### config.mk
export PLATFORM = sky130hd
export DESIGN_NAME = xxhash32_short_path_engine
export DESIGN_NICKNAME = d
export VERILOG_FILES = /design/src/hw/rtl/xxh32_pkg.sv /design/src/hw/rtl/xxh32_seq.sv /design/src/hw/rtl/xxh32_short_path_engine_top.sv
export SDC_FILE = /design/constraint.sdc
export NUM_CORES = 2
export LEC_CHECK = 0
export ABC_CLOCK_PERIOD_IN_PS = 10600
export BUFFER_PORTS_ARGS = -buffer_cell sky130_fd_sc_hd__buf_2
export CAP_MARGIN = 40
export CORE_MARGIN = 2
export CORE_UTILIZATION = 60
export DETAILED_ROUTE_END_ITERATION = 10
export PLACE_DENSITY = 0.78
export SETUP_SLACK_MARGIN = 0.3
export SYNTH_ARGS = -nofsm -noshare
export SYNTH_HDL_FRONTEND = slang
export SYNTH_SLANG_ARGS = --single-unit
### constraint.sdc
create_clock -name i_clk -period 10.6 [get_ports i_clk]
set_input_delay 1.06 -clock i_clk [delete_from_list [all_inputs] [get_ports i_clk]]
set_output_delay 1.06 -clock i_clk [all_outputs]
set_load 0.005 [all_outputs]
### src/hw/rtl/xxh32_pkg.sv
// Shared constants, microcode format and program ROM of the xxHash32 short-path engine.
package xxh32_pkg;

    localparam int unsigned WORD_W  = 32;
    localparam int unsigned COUNT_W = 3;
    localparam int unsigned PC_W    = 4;

    localparam logic [WORD_W-1:0] PRIME1 = 32'd2654435761;
    localparam logic [WORD_W-1:0] PRIME2 = 32'd2246822519;
    localparam logic [WORD_W-1:0] PRIME3 = 32'd3266489917;
    localparam logic [WORD_W-1:0] PRIME4 = 32'd668265263;
    localparam logic [WORD_W-1:0] PRIME5 = 32'd374761393;

    // multiplier operand A select
    localparam logic [2:0] A_WORD  = 3'd0;
    localparam logic [2:0] A_BYTE  = 3'd1;
    localparam logic [2:0] A_ROT17 = 3'd2;
    localparam logic [2:0] A_ROT11 = 3'd3;
    localparam logic [2:0] A_AV15  = 3'd4;
    localparam logic [2:0] A_AV13  = 3'd5;

    // multiplier constant select
    localparam logic [2:0] K_P1 = 3'd0;
    localparam logic [2:0] K_P2 = 3'd1;
    localparam logic [2:0] K_P3 = 3'd2;
    localparam logic [2:0] K_P4 = 3'd3;
    localparam logic [2:0] K_P5 = 3'd4;

    // accumulator operation
    localparam logic [1:0] ACC_HOLD = 2'd0;
    localparam logic [1:0] ACC_ADD  = 2'd1;
    localparam logic [1:0] ACC_PROD = 2'd2;

    // sequencing
    localparam logic [1:0] SEQ_NEXT = 2'd0;
    localparam logic [1:0] SEQ_WEND = 2'd1;  // last item: jump to target, else stop
    localparam logic [1:0] SEQ_LOOP = 2'd2;  // more tail bytes: jump to target, else fall through
    localparam logic [1:0] SEQ_DONE = 2'd3;  // emit result and stop

    // program addresses
    localparam logic [PC_W-1:0] PC_W0 = 4'd0;
    localparam logic [PC_W-1:0] PC_W1 = 4'd1;
    localparam logic [PC_W-1:0] PC_W2 = 4'd2;
    localparam logic [PC_W-1:0] PC_W3 = 4'd3;
    localparam logic [PC_W-1:0] PC_B0 = 4'd4;
    localparam logic [PC_W-1:0] PC_B1 = 4'd5;
    localparam logic [PC_W-1:0] PC_B2 = 4'd6;
    localparam logic [PC_W-1:0] PC_B3 = 4'd7;
    localparam logic [PC_W-1:0] PC_A0 = 4'd8;
    localparam logic [PC_W-1:0] PC_A1 = 4'd9;
    localparam logic [PC_W-1:0] PC_A2 = 4'd10;

    typedef struct packed {
        logic            prod_load;
        logic [2:0]      a_sel;
        logic [2:0]      k_sel;
        logic [1:0]      acc_op;
        logic            idx_inc;
        logic [1:0]      seq;
        logic [PC_W-1:0] target;
    } t_ucode;

    typedef struct packed {
        logic            start;
        logic [PC_W-1:0] start_pc;
        logic            last;
        logic            more_bytes;
        logic            out_free;
    } t_seq_stat;

    function automatic logic [WORD_W-1:0] prime(input logic [2:0] sel);
        logic [WORD_W-1:0] k;
        unique case (sel)
            K_P1:    k = PRIME1;
            K_P2:    k = PRIME2;
            K_P3:    k = PRIME3;
            K_P4:    k = PRIME4;
            K_P5:    k = PRIME5;
            default: k = PRIME1;
        endcase
        return k;
    endfunction

    function automatic t_ucode ucode_rom(input logic [PC_W-1:0] pc);
        t_ucode u;
        //            prod  a_sel    k_sel  acc_op    inc   seq       target
        unique case (pc)
            PC_W0:   u = '{1'b1, A_WORD,  K_P3, ACC_HOLD, 1'b0, SEQ_NEXT, PC_W0};
            PC_W1:   u = '{1'b0, A_WORD,  K_P3, ACC_ADD,  1'b0, SEQ_NEXT, PC_W0};
            PC_W2:   u = '{1'b1, A_ROT17, K_P4, ACC_HOLD, 1'b0, SEQ_NEXT, PC_W0};
            PC_W3:   u = '{1'b0, A_WORD,  K_P4, ACC_PROD, 1'b0, SEQ_WEND, PC_A0};
            PC_B0:   u = '{1'b1, A_BYTE,  K_P5, ACC_HOLD, 1'b0, SEQ_NEXT, PC_W0};
            PC_B1:   u = '{1'b0, A_BYTE,  K_P5, ACC_ADD,  1'b0, SEQ_NEXT, PC_W0};
            PC_B2:   u = '{1'b1, A_ROT11, K_P1, ACC_HOLD, 1'b0, SEQ_NEXT, PC_W0};
            PC_B3:   u = '{1'b0, A_WORD,  K_P1, ACC_PROD, 1'b1, SEQ_LOOP, PC_B0};
            PC_A0:   u = '{1'b1, A_AV15,  K_P2, ACC_HOLD, 1'b0, SEQ_NEXT, PC_W0};
            PC_A1:   u = '{1'b1, A_AV13,  K_P3, ACC_HOLD, 1'b0, SEQ_NEXT, PC_W0};
            PC_A2:   u = '{1'b0, A_WORD,  K_P1, ACC_HOLD, 1'b0, SEQ_DONE, PC_W0};
            default: u = '{1'b0, A_WORD,  K_P1, ACC_HOLD, 1'b0, SEQ_WEND, PC_A0};
        endcase
        return u;
    endfunction

endpackage

### src/hw/rtl/xxh32_seq.sv
// Microcode sequencer: step counter, program ROM and jump logic.
module xxh32_seq (
    input  logic                     i_clk,
    input  logic                     i_rst_n,
    input  xxh32_pkg::t_seq_stat     i_stat,
    output xxh32_pkg::t_ucode        o_ctl,
    output logic                     o_fire,
    output logic                     o_busy
);

    logic [xxh32_pkg::PC_W-1:0] r_pc;
    logic [xxh32_pkg::PC_W-1:0] n_pc;
    logic                       r_busy;
    logic                       n_busy;
    xxh32_pkg::t_ucode          ctl;
    logic                       fire;

    assign ctl  = xxh32_pkg::ucode_rom(r_pc);
    // the emit step waits for room in the output register
    assign fire = r_busy && ((ctl.seq != xxh32_pkg::SEQ_DONE) || i_stat.out_free);

    always_comb begin
        n_pc   = r_pc;
        n_busy = r_busy;
        if (i_stat.start) begin
            n_pc   = i_stat.start_pc;
            n_busy = 1'b1;
        end else if (fire) begin
            unique case (ctl.seq)
                xxh32_pkg::SEQ_NEXT: n_pc = r_pc + 1'b1;
                xxh32_pkg::SEQ_WEND: begin
                    if (i_stat.last) begin
                        n_pc = ctl.target;
                    end else begin
                        n_busy = 1'b0;
                    end
                end
                xxh32_pkg::SEQ_LOOP: n_pc = i_stat.more_bytes ? ctl.target : r_pc + 1'b1;
                xxh32_pkg::SEQ_DONE: n_busy = 1'b0;
                default:             n_busy = 1'b0;
            endcase
        end
    end

    always_ff @(posedge i_clk) begin
        if (!i_rst_n) begin
            r_pc   <= xxh32_pkg::PC_W0;
            r_busy <= 1'b0;
        end else begin
            r_pc   <= n_pc;
            r_busy <= n_busy;
        end
    end

    assign o_ctl  = ctl;
    assign o_fire = fire;
    assign o_busy = r_busy;

`ifndef SYNTHESIS
    a_pc_in_program: assert property (@(posedge i_clk) disable iff (!i_rst_n)
        r_busy |-> (r_pc <= xxh32_pkg::PC_A2))
        else $error("sequencer left the program");

    a_no_restart_busy: assert property (@(posedge i_clk) disable iff (!i_rst_n)
        i_stat.start |-> !r_busy)
        else $error("new item started while a program runs");

    a_done_stops: assert property (@(posedge i_clk) disable iff (!i_rst_n)
        (fire && ctl.seq == xxh32_pkg::SEQ_DONE && !i_stat.start) |=> !r_busy)
        else $error("sequencer kept running after emit");
`endif

endmodule

### src/hw/rtl/xxh32_short_path_engine_top.sv
// Top level of the xxHash32 short-path engine: handshakes, datapath and sequencer.
//
//  Channel  | Direction | Handshake                 | Payload
//  ---------+-----------+---------------------------+----------------------------------------
//  in       | sink      | i_in_valid / o_in_stall   | i_data_word, i_byte_count,
//           |           |                           | i_first_item, i_last_item,
//           |           |                           | i_message_length
//  out      | source    | o_out_valid / i_out_stall | o_hash_value
//
//  A transaction on the input runs a short microprogram on one shared 32x32 multiplier
//  (low half kept, product registered). A non-last item runs a word round; a last item
//  runs a word round, its tail bytes or neither, and then the avalanche, so o_in_stall
//  stays high while that program runs. One item is in flight at a time, and the next
//  transaction is accepted only once the sequencer is idle again.
//  The result sits in an output register; the next item is taken while it waits, and
//  only the emit step of a following message holds on a stalled output.
//  Synchronous active-low reset clears the sequencer, the open-message flag, the running
//  hash and the output valid; items with no open message and no first flag are dropped.
module xxhash32_short_path_engine (
    input  logic        i_clk,
    input  logic        i_rst_n,
    input  logic        i_in_valid,
    output logic        o_in_stall,
    input  logic [31:0] i_data_word,
    input  logic [2:0]  i_byte_count,
    input  logic        i_first_item,
    input  logic        i_last_item,
    input  logic [31:0] i_message_length,
    output logic        o_out_valid,
    input  logic        i_out_stall,
    output logic [31:0] o_hash_value
);

    xxh32_pkg::t_ucode    ctl;
    xxh32_pkg::t_seq_stat stat;
    logic                 fire;
    logic                 busy;

    logic        in_acc;
    logic        take;
    logic [31:0] r_word;
    logic [1:0]  r_cnt;
    logic [1:0]  r_idx;
    logic        r_last;
    logic        r_open;
    logic [31:0] r_acc;
    logic [31:0] r_prod;
    logic [31:0] r_out;
    logic        r_out_valid;
    logic [31:0] mul_a;
    logic [31:0] mul_k;
    logic [31:0] byte_val;
    logic [2:0]  idx_next;

    // accept a transaction only when the sequencer is idle
    assign o_in_stall = busy;
    assign in_acc     = i_in_valid && !busy;
    // drop items that neither start a message nor continue an open one
    assign take       = in_acc && (i_first_item || r_open);

    // pick the entry point of the program
    always_comb begin
        stat.start      = take;
        stat.start_pc   = xxh32_pkg::PC_W0;
        if (i_last_item && !i_byte_count[2]) begin
            stat.start_pc = (i_byte_count[1:0] == 2'd0) ? xxh32_pkg::PC_A0 : xxh32_pkg::PC_B0;
        end
        stat.last       = r_last;
        stat.more_bytes = idx_next < {1'b0, r_cnt};
        stat.out_free   = !r_out_valid || !i_out_stall;
    end

    assign idx_next = {1'b0, r_idx} + 3'd1;

    xxh32_seq u_seq (
        .i_clk   (i_clk),
        .i_rst_n (i_rst_n),
        .i_stat  (stat),
        .o_ctl   (ctl),
        .o_fire  (fire),
        .o_busy  (busy)
    );

    // tail byte, lowest address first
    always_comb begin
        case (r_idx)
            2'd0:    byte_val = {24'd0, r_word[7:0]};
            2'd1:    byte_val = {24'd0, r_word[15:8]};
            2'd2:    byte_val = {24'd0, r_word[23:16]};
            default: byte_val = {24'd0, r_word[31:24]};
        endcase
    end

    // multiplier operand; rotates act on the freshly summed accumulator
    always_comb begin
        unique case (ctl.a_sel)
            xxh32_pkg::A_WORD:  mul_a = r_word;
            xxh32_pkg::A_BYTE:  mul_a = byte_val;
            xxh32_pkg::A_ROT17: mul_a = {r_acc[14:0], r_acc[31:15]};
            xxh32_pkg::A_ROT11: mul_a = {r_acc[20:0], r_acc[31:21]};
            xxh32_pkg::A_AV15:  mul_a = r_acc ^ {15'd0, r_acc[31:15]};
            xxh32_pkg::A_AV13:  mul_a = r_prod ^ {13'd0, r_prod[31:13]};
            default:            mul_a = r_word;
        endcase
    end

    assign mul_k = xxh32_pkg::prime(ctl.k_sel);

    // item registers: latch payload on a taken transaction
    always_ff @(posedge i_clk) begin
        if (take) begin
            r_word <= i_data_word;
            r_cnt  <= i_byte_count[1:0];
            r_last <= i_last_item;
        end
    end

    // product register of the shared multiplier
    always_ff @(posedge i_clk) begin
        if (fire && ctl.prod_load) begin
            r_prod <= mul_a * mul_k;
        end
    end

    // tail byte index: clear on start, advance after each byte round
    always_ff @(posedge i_clk) begin
        if (!i_rst_n) begin
            r_idx <= 2'd0;
        end else if (take) begin
            r_idx <= 2'd0;
        end else if (fire && ctl.idx_inc) begin
            r_idx <= idx_next[1:0];
        end
    end

    // running hash and open-message flag
    always_ff @(posedge i_clk) begin
        if (!i_rst_n) begin
            r_acc  <= 32'd0;
            r_open <= 1'b0;
        end else begin
            if (take) begin
                r_open <= !i_last_item;
            end
            if (in_acc && i_first_item) begin
                r_acc <= xxh32_pkg::PRIME5 + i_message_length;
            end else if (fire) begin
                case (ctl.acc_op)
                    xxh32_pkg::ACC_ADD:  r_acc <= r_acc + r_prod;
                    xxh32_pkg::ACC_PROD: r_acc <= r_prod;
                    default:             r_acc <= r_acc;
                endcase
            end
        end
    end

    // output register: load on the emit step, drop on a delivered transaction
    always_ff @(posedge i_clk) begin
        if (!i_rst_n) begin
            r_out_valid <= 1'b0;
        end else if (fire && ctl.seq == xxh32_pkg::SEQ_DONE) begin
            r_out_valid <= 1'b1;
        end else if (!i_out_stall) begin
            r_out_valid <= 1'b0;
        end
    end

    always_ff @(posedge i_clk) begin
        if (fire && ctl.seq == xxh32_pkg::SEQ_DONE) begin
            r_out <= r_prod ^ {16'd0, r_prod[31:16]};
        end
    end

    assign o_out_valid  = r_out_valid;
    assign o_hash_value = r_out;

`ifndef SYNTHESIS
    a_byte_in_range: assert property (@(posedge i_clk) disable iff (!i_rst_n)
        (busy && ctl.a_sel == xxh32_pkg::A_BYTE) |-> ({1'b0, r_idx} < {1'b0, r_cnt}))
        else $error("tail byte index beyond byte count");

    a_emit_closed: assert property (@(posedge i_clk) disable iff (!i_rst_n)
        (fire && ctl.seq == xxh32_pkg::SEQ_DONE) |-> (!r_open && r_last))
        else $error("hash emitted for a message still open");

    a_out_from_emit: assert property (@(posedge i_clk) disable iff (!i_rst_n)
        $rose(r_out_valid) |-> $past(fire && ctl.seq == xxh32_pkg::SEQ_DONE))
        else $error("output valid without an emit step");

    a_emit_no_overwrite: assert property (@(posedge i_clk) disable iff (!i_rst_n)
        (fire && ctl.seq == xxh32_pkg::SEQ_DONE) |-> (!r_out_valid || !i_out_stall))
        else $error("emit overwrote a stalled result");
`endif

endmodule
## Word level (Yosys, flattened, before mapping)

Memory sizes are Yosys's and may differ from the RTL's. A register that Yosys moved wholly into a read port is not among the register bits.
Index checks and enable logic that the tools add are counted.
W data, S select, Z words.

| word-level totals | value |
|---|---|
| logic and storage cells | 91 |
| bits in read-only memories | 224 |
| memories | 1 |
| flip-flop bits (word level) | 140 |

Memory list:

| name | depth | width | read ports | clocked after Yosys merged registers in | write ports | line | source |
|---|---|---|---|---|---|---|---|
| (no name shown) | 16 | 14 | 1 | 1 | 0 | xxh32_pkg.sv:87 | `unique case (pc)` |

| cells by class | value |
|---|---|
| reductions and logical operators | 28 |
| mux-type cells | 21 |
| bitwise operators | 4 |
| add/sub/neg operators | 4 |
| order comparisons | 1 |
| equal/unequal tests | 20 |
| $mul | 1 |

Operators with widths:

| cell | count |
|---|---|
| $pmux W32 S5 | 1 |
| $pmux W32 S4 | 1 |
| $mux W32 | 2 |
| $pmux W32 S2 | 1 |
| $add A29 B32 Y32 const A | 1 |
| $add A32 B32 Y32 | 1 |
| $mul A32 B32 Y32 | 1 |
| $mux W4 | 8 |
| $xor A32 B16 Y32 | 1 |
| $xor A32 B17 Y32 | 1 |
| $xor A32 B19 Y32 | 1 |
| $pmux W8 S3 | 1 |
| $eq A3 B2 Y1 const B | 4 |
| $pmux W4 S3 | 1 |
| $eq A3 B3 Y1 const B | 3 |
| $eq A2 B2 Y1 const B | 4 |
| $logic_and A1 B1 Y1 | 8 |
| $eq A2 B1 Y1 const B | 3 |
| $eq A3 B1 Y1 const B | 2 |
| $logic_not A2 Y1 | 3 |
| $ne A3 B3 Y1 const B | 2 |
| $reduce_and A3 Y1 | 2 |
| $reduce_bool A3 Y1 | 2 |
| $logic_not A1 Y1 | 5 |
| 13 further kinds | 20 |

## Longest topological paths before layout

| depth | value |
|---|---|
| depth in word-level cells | 8 |
| mapped depth | 39 |

## Modules after synthesis

From an unflattened synthesis, not the netlist that was laid out.

| unflattened totals | value |
|---|---|
| cell total of the unflattened synthesis | 2,755 |
| area total of the unflattened synthesis | 25,099.1 µm² |

Modules (own cells, without submodules):

| module | times used | area an instance (µm²) | cells an instance | sequential area each (µm²) |
|---|---|---|---|---|
| xxhash32_short_path_engine | 1 | 24,179.4 | 2,658 | 3,693.5 |
| xxh32_seq | 1 | 919.6 | 97 | 360.3 |

## Worst setup path after synthesis

No wires, ideal clock.

| timing path | value |
|---|---|
| path type | flip-flop to flip-flop |
| start point | reg r_idx[0] |
| end point | reg r_prod[31], data pin |
| library setup time | 261 ps |
| arrival time | 8,280 ps |
| stages on the path, launching flop included | 33 |
| path slack | 2,059 ps |
| required time | 10,339 ps |
| path buffers | 3 |
| cells stage by stage | dfxtp_1 -> inv_1 -> ha_1 -> buf_6 -> a222oi_1 -> nand2_1 -> o211a_1 -> a2111o_1 -> buf_2 -> inv_1 -> clkbuf_1 -> nor2_1 -> fa_1 -> fa_1 -> inv_1 -> fa_1 -> inv_1 -> fa_1 -> inv_1 -> fa_1 -> fa_1 -> fa_1 -> fa_1 -> xnor2_1 -> xnor2_1 -> xnor2_1 -> xnor2_1 -> xnor3_1 -> xor2_1 -> xnor3_1 -> xnor3_1 -> xnor3_1 -> xnor2_1 |

| on the way | value |
|---|---|
| cells in the longest elaborated chain, start to end | 4 |
| elaborated cells between the ends (all ways) | 6 |
| those cells by class | 1 x mul; 2 x eq/ne; 2 x mux; 1 x reduce/logical |

Ends and longest elaborated chain:

| element | line | source |
|---|---|---|
| start, declared | xxh32_short_path_engine_top.sv:43 | `logic [1:0] r_idx;` |
| start signal, assigned | xxh32_short_path_engine_top.sv:132 | `r_idx <= idx_next[1:0];` |
| $eq A2 B2 Y1 (tied with other cells) | xxh32_short_path_engine_top.sv:86 | `case (r_idx)` |
| $pmux W8 S3 * | xxh32_short_path_engine_top.sv:86 |  |
| $pmux W32 S5 * | xxh32_short_path_engine_top.sv:96 | `unique case (ctl.a_sel)` |
| $mul A32 B32 Y32 * | xxh32_short_path_engine_top.sv:121 | `r_prod <= mul_a * mul_k;` |
| end signal, assigned | xxh32_short_path_engine_top.sv:121 |  |
| end, declared | xxh32_short_path_engine_top.sv:47 | `logic [31:0] r_prod;` |

Mark *: on every way between the ends. The rest lies on a longest branch, timed or not.
A chain may end at the register's enable or synchronous reset.

## Final worst setup path

| timing path | value |
|---|---|
| start point | reg u_seq.o_ctl[10] (netlist name) |
| end point | reg r_prod[31], data pin |

| on the way | value |
|---|---|
| cells in the longest elaborated chain, start to end | 3 |
| elaborated cells between the ends (all ways) | 6 |
| those cells by class | 1 x mul; 4 x eq/ne; 1 x mux |

Ends and longest elaborated chain:

| element | line | source |
|---|---|---|
| $eq A3 B3 Y1 (tied with other cells) | xxh32_pkg.sv:73 | `unique case (sel)` |
| $pmux W32 S4 * | xxh32_pkg.sv:73 |  |
| $mul A32 B32 Y32 * | xxh32_short_path_engine_top.sv:121 |  |

Marked as above.

==> metrics.yaml <==
clock_network:
  clk_path_buf_depth: 2
  cts.clk_slew.worst_paths_ns: 0.07
  clockRootBuffer: "clkbuf_16"
  cts_tree: "done"
  cts_max_level: 4
  hold_buffers: 0
  cts_made_buffers: 17
  clock-sinks: 153
  cts_resized: 0
  clk_latency_ns: 0.45
  postCtsSetupBuffers: 0
grt:
  grt_first_pass_wirelength_um: 135000
  overflow: 0
  grt_max_degree: 69
  grtUsageMet2_pct: 60.4
  antenna_found_initial: 5
  grt_util_met3_pct: 13.1
  grt_pass1_vias: 21400
  grt_util_met1_pct: 59.9
  grt_use_total_pct: 42.3
  top_usage_layer: "met2"
critical_path:
  worstPathMaxFanout: 12
  crit_top_cell: "fa_1"
  worstPathArrival_ns: 10.18
  r2r_cells: 26
  r2r_end: "r_prod[31]$_DFFE_PP_"
  cpMaxStageDelayCell: "nor2_1"
  worst_setup_path_start_kind: "register"
  critPathMaxStageDelay_ns: 0.88
  critPathKind: "register to register"
  reg2reg_slack_ns: 0.61
  critical-path-top-delay-family: "adder cells"
  reg2reg_from: "u_seq.o_ctl[10]$_DFF_P_"
  cp-end-kind: "register"
  worst-path-buf-inv: 3
  cp.required_ns: 10.80
synthesis:
  yosysWarnings: 0
  ys_async_sr_fraction_pct: 0
  synth_area_um2: 24800
  syn_area_per_cell_um2: 9.15
  seq_area_frac_synth_pct: 16.3
  synth_nets: 3361
  synth_seq_cells: 153
  yosysUniqueCellTypes: 95
  synthFlopType: "edfxtp_1"
  syn-instance-count: 2712
  synth-edff-count: 99
sta:
  rsz0062_at_grt: "false"
  fin_crit_ns: 9.99
  slew_viol_final: 0
  max_freq_mhz: 100
  finalSetupTns_ns: 0
  fin_crit_sh_pct: 94.2
  worst_pin_slew_ns: 0.981
  hold_violations: 0
  fin_skew_ns: 0.0124
  setup_viol: 0
  maxSlewHeadroom_pct: 34.4
route:
  routed_via_density: 6.38
  drc: 0
  drt_iter0_markers: 2775
  wire_per_inst_um: 27.0
  drtAntennaViolNets: 0
  wl_um: 89800
  drtPass1Iterations: 6
  vias: 21200
cells_and_area:
  nNetsFinal: 3433
  layout_common_cells: "inv_1, fa_1, nand2_1"
  drive_gt1_share_pct: 8.98
  num-fill-cells: 3417
  multi_input_area_um2: 18500
  final_common_cell: "inv_1"
  area_delta_synth_final_pct: 7.03
  seq_area_um2: 4060
floorplan:
  core_region_area_um2: 40800
  std_cell_rows: 74
  fp.dieW_um: 207
  io_pins: 107
  dieArea_um2: 43000
  dieHeight_um: 207
  initial_core_util_pct: 60.8
min_path:
  holdPathStages: 2
  min_to: "r_open$_SDFFE_PN0P_"
  holdCritStartpoint: "r_open$_SDFFE_PN0P_"
  hold_class: "register to register"
placement:
  port_buffers: 106
  place_congestion: 1.09
  hpwl_um: 74100
outcome:
  status: "completed"
job:
  maxCapViolCount: 0
sequential cells by signal (all words and copies together) (netlist names), 2 cells and up:
signal,flops
r_word,32
r_cnt,2
r_idx,2
u_seq.r_pc,4
r_prod,32
u_seq.o_ctl,13
r_acc,32
o_hash_value,32
tightest hold or removal path: stages (launching register included):
cell and delay, ns:
dfxtp_1 0.31, nor2_1 0.10, a211oi_1 0.05
worst max-delay path by stage:
| stage | start | to | slack, ns | depth (start not counted) |
|---|---|---|---|---|
| global route | u_seq.o_ctl[10]$_DFF_P_ | r_prod[31]$_DFFE_PP_ | 0.53 | 26 |
| detailed placement | u_seq.o_ctl[10]$_DFF_P_ | r_prod[31]$_DFFE_PP_ | 0.93 | 26 |
| CTS | u_seq.o_ctl[10]$_DFF_P_ | r_prod[31]$_DFFE_PP_ | 0.88 | 26 |
| floorplan | r_idx[0]$_SDFFE_PP0P_ | r_prod[31]$_DFFE_PP_ | 2.06 | 32 |
| global placement | u_seq.o_ctl[10]$_DFF_P_ | r_prod[31]$_DFFE_PP_ | 0.89 | 26 |
| finish | u_seq.o_ctl[10]$_DFF_P_ | r_prod[31]$_DFFE_PP_ | 0.61 | 26 |
layout make-up:
class / instances / area share, %
clock inverter: 14 / 0.504
tap: 532 / 2.50
antenna: 1 / 0.00942
sequential: 153 / 15.3
inverter: 475 / 6.71
timing repair buffer: 171 / 3.90
clock buffer: 17 / 1.60
multi-input combinational: 1966 / 69.5
synth_stat cells, types with 23 or more instances:
cell      count  area [um^2]
ha_1        179         2240
nand2_1     266          998
o21a_1       23          173
o21ai_0     123          616
inv_1       467         1750
edfxtp_1     99         2970
nor2_1      226          848
a21o_1       43          323
fa_1        397         7950
xor2_1       62          543
dfxtp_1      54         1080
nand3_1      27          135
nor3_1       31          155
xnor2_1      87          762
clkbuf_1     83          312
a21oi_1     127          636
o211ai_1     25          188
metrics by stage:
stage / utilization, % / setup WS [ns] / hold slack [ns] / std cells / instance area [um^2]
finish: 65.1 / 0.613 / 0.501 / 3329 / 26600
CTS: 65.1 / 0.879 / 0.500 / 3328 / 26600
global placement: 63.6 / 0.893 / 0.487 / 3294 / 26000
global route: 65.1 / 0.531 / 0.549 / 3328 / 26600
floorplan: - / 2.06 / 0.475 / 2712 / 24800
detailed placement: 63.7 / 0.925 / 0.490 / 3297 / 26000
metal layers:
layer	wire length (um)	vias to the layer above	share of wire [%]
met2	37400	1559	42
met1	34900	10400	39
met3	13100	302	15
met5	42	-	0.047
met4	4320	6	4.8
li1	-	9020	-
logic make-up after synthesis:
family,after synthesis,synth area share (%)
adder cells (fa/ha/maj),577,41.1
buffers and inverters,593,9.35
AND/OR/NAND/NOR,681,12.2
multiplexers,21,0.927
XOR/XNOR,155,5.80
flip-flops,153,16.3
AO/OA/AOI/OAI,532,14.3
Power is left out: the tool's default activity adds up to more than one toggle a clock period on the data nets, which glitch-free logic cannot reach.
